<file path="config.mk">
export PLATFORM = sky130hd
export DESIGN_NAME = vtd_seq
export DESIGN_NICKNAME = d
export VERILOG_FILES = /design/src/rtl/vtd_pkg.sv /design/src/rtl/vtd_seq.sv
export SDC_FILE = /design/constraint.sdc
export NUM_CORES = 1
export LEC_CHECK = 0
export ABC_AREA = 1
export BUFFER_PORTS_ARGS = -buffer_cell sky130_fd_sc_hd__buf_2
export CELL_PAD_IN_SITES_DETAIL_PLACEMENT = 1
export CELL_PAD_IN_SITES_GLOBAL_PLACEMENT = 1
export CORE_MARGIN = 2
export CORE_UTILIZATION = 37
export CTS_CLUSTER_SIZE = 25
export DETAILED_ROUTE_END_ITERATION = 12
export GPL_ROUTABILITY_DRIVEN = 0
export HOLD_SLACK_MARGIN = 0.15
export PLACE_DENSITY = 0.93
export SLEW_MARGIN = 0
export SYNTH_ARGS = -nofsm -noshare
export SYNTH_HDL_FRONTEND = slang
export SYNTH_SLANG_ARGS = --single-unit
</file>
<file path="constraint.sdc">
create_clock -name clk -period 4.2 [get_ports clk]
set_clock_uncertainty 0.1 [all_clocks]
set_input_delay 0.21 -clock clk [delete_from_list [all_inputs] [get_ports clk]]
set_output_delay 0.21 -clock clk [all_outputs]
set_load 0.005 [all_outputs]
</file>
<file path="src/rtl/vtd_pkg.sv">
`timescale 1ns / 1ps

package vtd_pkg;

  localparam int TABLE_DEPTH = 1024;
  localparam int IDX_W       = $clog2(TABLE_DEPTH);
  localparam int CNT_W       = $clog2(TABLE_DEPTH + 1);
  localparam int REF_W       = 16;
  localparam int SLOT_W      = 10;
  localparam int TRIPLE_W    = 3 * REF_W;

  typedef struct packed {
    logic [REF_W-1:0] position_ref;
    logic [REF_W-1:0] texcoord_ref;
    logic [REF_W-1:0] normal_ref;
    logic             last_corner;
  } in_beat_t;

  typedef struct packed {
    logic [SLOT_W-1:0] vertex_slot;
    logic              is_new;
    logic              overflow;
    logic              end_of_mesh;
  } out_beat_t;

  // Port requests from the sequencer to the triple table
  typedef struct packed {
    logic                rd_en;
    logic [IDX_W-1:0]    rd_addr;
    logic                wr_en;
    logic [IDX_W-1:0]    wr_addr;
    logic [TRIPLE_W-1:0] wr_data;
  } tbl_req_t;

endpackage

</file>
<file path="src/rtl/vtd_seq.sv">
`timescale 1ns / 1ps

module vtd_seq (
  input  logic                         clk,
  input  logic                         rst,
  input  logic                         in_valid,
  output logic                         in_ready,
  input  vtd_pkg::in_beat_t            in_data,
  input  logic                         out_free,
  output logic                         res_valid,
  output vtd_pkg::out_beat_t           res,
  output vtd_pkg::tbl_req_t            req,
  input  logic [vtd_pkg::TRIPLE_W-1:0] rdata
);

  typedef enum logic [2:0] {
    S_IDLE = 3'b001,
    S_SCAN = 3'b010,
    S_DONE = 3'b100
  } state_t;

  state_t                       state, state_next;
  logic [vtd_pkg::CNT_W-1:0]    count, count_next;
  logic [vtd_pkg::CNT_W-1:0]    rd_idx, rd_idx_next;
  logic                         pend, pend_next;
  logic [vtd_pkg::IDX_W-1:0]    pend_idx, pend_idx_next;
  logic [vtd_pkg::TRIPLE_W-1:0] key, key_next;
  logic                         last, last_next;
  vtd_pkg::out_beat_t           res_next;
  logic                         hit;

  assign in_ready = (state == S_IDLE);
  assign hit      = pend && (rdata == key);

  always_comb begin
    state_next    = state;
    count_next    = count;
    rd_idx_next   = rd_idx;
    pend_next     = pend;
    pend_idx_next = pend_idx;
    key_next      = key;
    last_next     = last;
    res_next      = res;
    res_valid     = 1'b0;
    req           = '0;
    unique case (state)
      S_IDLE: begin
        if (in_valid) begin
          key_next    = {in_data.position_ref, in_data.texcoord_ref, in_data.normal_ref};
          last_next   = in_data.last_corner;
          rd_idx_next = '0;
          pend_next   = 1'b0;
          state_next  = S_SCAN;
        end
      end
      S_SCAN: begin
        if (hit) begin
          res_next.vertex_slot = vtd_pkg::SLOT_W'(pend_idx);
          res_next.is_new      = 1'b0;
          res_next.overflow    = 1'b0;
          res_next.end_of_mesh = last;
          count_next           = last ? '0 : count;
          pend_next            = 1'b0;
          state_next           = S_DONE;
        end else if (!pend && (rd_idx == count)) begin
          // scan exhausted: append if room, else flag overflow
          res_next.end_of_mesh = last;
          if (count < vtd_pkg::CNT_W'(vtd_pkg::TABLE_DEPTH)) begin
            req.wr_en            = 1'b1;
            req.wr_addr          = count[vtd_pkg::IDX_W-1:0];
            req.wr_data          = key;
            res_next.vertex_slot = vtd_pkg::SLOT_W'(count);
            res_next.is_new      = 1'b1;
            res_next.overflow    = 1'b0;
            count_next           = last ? '0 : count + vtd_pkg::CNT_W'(1);
          end else begin
            res_next.vertex_slot = '0;
            res_next.is_new      = 1'b0;
            res_next.overflow    = 1'b1;
            count_next           = last ? '0 : count;
          end
          state_next = S_DONE;
        end else if (rd_idx < count) begin
          req.rd_en     = 1'b1;
          req.rd_addr   = rd_idx[vtd_pkg::IDX_W-1:0];
          rd_idx_next   = rd_idx + vtd_pkg::CNT_W'(1);
          pend_next     = 1'b1;
          pend_idx_next = rd_idx[vtd_pkg::IDX_W-1:0];
        end else begin
          pend_next = 1'b0;
        end
      end
      S_DONE: begin
        // hold the result until the output register frees up
        res_valid = out_free;
        if (out_free) begin
          state_next = S_IDLE;
        end
      end
      default: begin
        state_next = S_IDLE;
      end
    endcase
  end

  always_ff @(posedge clk) begin
    if (rst) begin
      state <= S_IDLE;
      count <= '0;
      pend  <= 1'b0;
    end else begin
      state <= state_next;
      count <= count_next;
      pend  <= pend_next;
    end
  end

  always_ff @(posedge clk) begin
    rd_idx   <= rd_idx_next;
    pend_idx <= pend_idx_next;
    key      <= key_next;
    last     <= last_next;
    res      <= res_next;
  end

endmodule

</file>
* Word-level counts from Yosys, hierarchy flattened *
Index checks and enable logic that the tools add are counted.

storage, ports and cells
  register bits after elaboration = 98
  input port bits = 101
  output and inout port bits = 85
  logic and storage cells = 70

operators by class
  add/subtract/negate cells = 2
  $lt $le $gt $ge = 2
  eq/ne operators = 12
  muxes and demuxes = 30
  bitwise logic cells = 2
  reductions and logical operators = 11

operator list
  kind                                                                   number
  70-bit two-way mux                                                     2
  11-bit two-way mux                                                     11
  59-bit two-way mux                                                     2
  48-bit equality test                                                   1
  13-bit two-way mux                                                     2
  11-bit by 1-bit adder with 11-bit output, second input constant        2
  11-bit case mux with 2 select lines                                    1
  12-bit two-way mux                                                     1
  3-bit two-way mux                                                      4
  11-bit equality test                                                   1
  11-bit < comparator                                                    1
  11-bit < comparator, second input constant                             1
  2-bit inequality test, second input constant                           5
  3-bit case mux with 3 select lines                                     1
  3-bit inequality test, second input constant                           2
  3-bit AND reduction                                                    2
  1-bit two-way mux                                                      5
  5-bit AND reduction                                                    1
  2-bit AND reduction                                                    2
  4-bit AND reduction                                                    1
  2-bit nonzero test                                                     2
  3-bit by 1-bit equality test with 1-bit output, second input constant  1
  3-bit by 2-bit equality test with 1-bit output, second input constant  1
  3-bit equality test, second input constant                             1
  other kinds (4)                                                        6

* Depth between registers and ports, before layout *
  depth in word-level cells = 5
  mapped depth = 15
  depth with buffers taken out = 15

* Least setup slack after synthesis *
Ideal clock, no wire load.

  kind = register to register
  start point = register state[0]
  end point = register key[0] (netlist bit) (enable)
  library setup time = 457 ps
  data arrival time = 2935 ps
  data required time = 3643 ps
  path slack = 708 ps
  stages on the path, launching flop included = 5
  cells stage by stage = dfxtp_1 -> inv_1 -> nor3_1 -> inv_1 -> nor2_1

on the way
  word-level cells in the longest chain between the ends = 2

ends and longest elaborated chain
  element                                         RTL line        source
  from (decl)                                     vtd_seq.sv:22   state_t state, state_next;
  from (signal assigned)                          vtd_seq.sv:112  state <= state_next;
  3-bit by 1-bit equality test with 1-bit output  --
  via in_ready                                    vtd_seq.sv:7    output logic in_ready,
  2-bit AND reduction (no line)                   --
  to (signal assigned)                            vtd_seq.sv:121  key <= key_next;
  to (decl)                                       vtd_seq.sv:27   logic [vtd_pkg::TRIPLE_W-1:0] key, key_next;

The timed path passes the listed nets, and every way through them passes these cells.
A chain may end at the register's enable or synchronous reset.

==> run metrics <==
status completed; grt ovf 0; mux contribution to synthesized area 0; initial antenna violation count 4; Adder-Cell Fraction of Synth Area 0.0271; Core ar. about 0.016 sq mm; Crit Path Class flop to primary output; antenna-violating nets left 0; Hold Path Class primary input to flop; leak pwr between 3 and 4 nW; R2R Setup Slk approximately 1.3 ns; final hold violations 0; WL/cell roughly 18 um; Place WS a little under 1 ns; part of the cycle the worst path needs 0.864; vias in the first global route approximately 6,700; fillers 2,047; # nets final roughly 1,100; Remaining DRCs 0; RSZ-0062 raised after global routing no; Routed WL 22,600 um; count of input and output buffers ~190; main combinational cell family by area after synthesis simple AND/OR/NAND/NOR gates; Die Y between 100 and 150 um; post-synthesis async set-or-reset flop share 0; clock buffer depth 2; power after layout about 2.7 mW; simple-gate portion of the synthesized area 0.343; cell area after synthesis roughly 0.0060 sq mm; final setup fails 0; DIE AREA approximately 0.017 sq mm; syn avg cell area just under 8 sq um; Peak VDD IR 0.194 mV; Post-Synthesis Cells 777; Worst-Margin Slew 0.797 ns; max cap viols 0; worst-path fanout max 33; Synth Register Bits 98; Worst-path clk slew 0.07 ns; fin util 0.502; Fmax approximately 0.28 GHz; Yosys top cell by area edfxtp_1; Ports approximately 190; Worst-Skew Late Latency approximately 0.36 ns; relative slew slack 0.468; main flop type after synthesis edfxtp_1; CTS tree done; DRT iter0 DRCs between 300 and 400; Power Dens Cells roughly 330 mW/mm^2; Cell Area, Placed approximately 0.0072 sq mm; number of library cell types mapped by synthesis 39; GRT Total Usage 0.260; worst setup margin about 0.57 ns; share of post-route cells with drive strength above 1 0.243; placed cells 1,171; row count 46; critical path capture point req[6]; H-tree depth 3; Syn. warnings 0; PostCTS Resize Cnt 0; CP arrival between 3 and 4 ns; initial core utilization 0.378; largest net degree at the start of global routing 51; crit end category primary output; final slew viol count 0; Via density between 4 and 5; synthesized net count a little under 900; Area contributors post-synth edfxtp_1, nand2_1, nor2_1, inv_1, dfxtp_1; Layout Cells excl Fill around 1,200; Num CTS Buffers 9; reg2reg start count[10]; Worst R2R Path Depth 14; TritonRoute pass-1 iters 6; Post-synth EDFFs 83; total negative slack 0 ns; share of the synthesized area in the top cell type 0.416; Finished Cell Area roughly 0.008 sq mm; HPWL after DPL around 16,000 um; worst path required time between 3 and 4 ns; min Tclk post-route approximately 3.6 ns; sequential element share of the synthesized area 0.466; post-synthesis xor/xnor area fraction 0.0131; startpoint type of the worst setup path flop; reg-to-reg critical path endpoint count[2]; Clock Sink Count 98; Compound-Gate Fraction of Synth Area 0.0459; hold depth 9; CTS Root Cell clkbuf_16; area delta synth->final 32.9%; first-pass GRT wire length about 35,000 um; crit path from count[10]; worst hold margin between 0.4 and 0.5 ns; width of the die between 100 and 150 um; via count 6,200
-- final cells by class --
type | instances | area [sq um] | share of cell area
multi-input cells | 525 | 2580 | 0.324
clock buffers | 14 | 275 | 0.0345
repair buffers | 240 | 1480 | 0.186
well taps | 216 | 270 | 0.0339
inverters | 144 | 544 | 0.0683
diodes | 3 | 7.51 | 0.000942
clock inverters | 2 | 17.5 | 0.00220
flip-flops and latches | 98 | 2790 | 0.350
-- Yosys cell counts, drive strengths merged, types with 3 or more instances --
cell type  count
nand2        204
nor2         161
inv          144
edfxtp        83
nand3         45
o21ai         24
a21oi         20
nor3          18
dfxtp         15
nand4         14
ha            13
buf            7
xnor2          6
or2            4
clkbuf         3
xor2           3
-- per-layer routing --
metal	wire (um)	up-vias	GRT usage
met5	13	-	0
met2	11100	260	0.453
met1	9330	2940	0.315
li1	-	2932	-
met3	1270	66	0.0421
met4	853	2	0.123
-- sequential cells by signal, summed over array words and instances, names as in the netlist --
name / cells
count: 11
key: 48
last: 1
pend: 1
pend_idx: 10
rd_idx: 11
res: 13
state: 3
-- how the worst min path moves through the flow --
stage | start | to | slack [ns]
CTS | rdata[13] | count[2] | 0.39
global route | count[1] | count[1] | 0.44
global placement | in_data[29] | key[28] | 0.29
detailed placement | in_data[11] | key[10] | 0.29
floorplan | rst | pend | 0.18
finish | rdata[13] | count[2] | 0.40
-- critical path, cell delays in order (launching register included) --
cell      delay (ns)
dfxtp_1         0.47
inv_1           0.13
ha_1            0.32
nand2_1         0.08
inv_1           0.06
nand2_1         0.08
inv_1           0.15
nand3_2         0.19
nor2_4          0.15
inv_2           0.05
nor2_4          0.12
clkinv_2        0.44
buf_12          0.40
nor2_1          0.16
buf_2           0.15
-- cell usage in the layout (no fill, tap or decap), types with 3 or more instances in the layout --
cell type and count:
dlygate4sd3_1 52, clkbuf_1 3, a21oi_1 19, ha_1 13, nand2_2 3, nor2_1 136, dfxtp_1 15, xor2_1 3
diode_2 3, nand3_1 43, nor3_1 16, buf_2 185, nand2_1 200, edfxtp_1 83, o21ai_0 24, nor2_4 23
inv_1 133, nand4_1 14, clkbuf_16 10, inv_2 9, xnor2_1 6
-- power breakdown --
part	internal (mW)	total, mW	switching, mW
Sequential	1.17	1.24	0.0735
Clock	0.461	0.861	0.400
Combinational	0.193	0.553	0.360
Total	1.82	2.66	0.834
-- cell families after synthesis --
logic type	after synthesis
adders and majority gates	13
buffers and inverters	154
DFF	98
xor gates and xnor gates	9
AOI/OAI and AO/OA	50
and+or+nand+nor	453
-- repair_timing --
action	in CTS	in global routing
hold buffers	52	0
buffers inserted	0	0
hold endpoints to repair	54	0
Note: power is estimated with default switching activity, not from simulation.
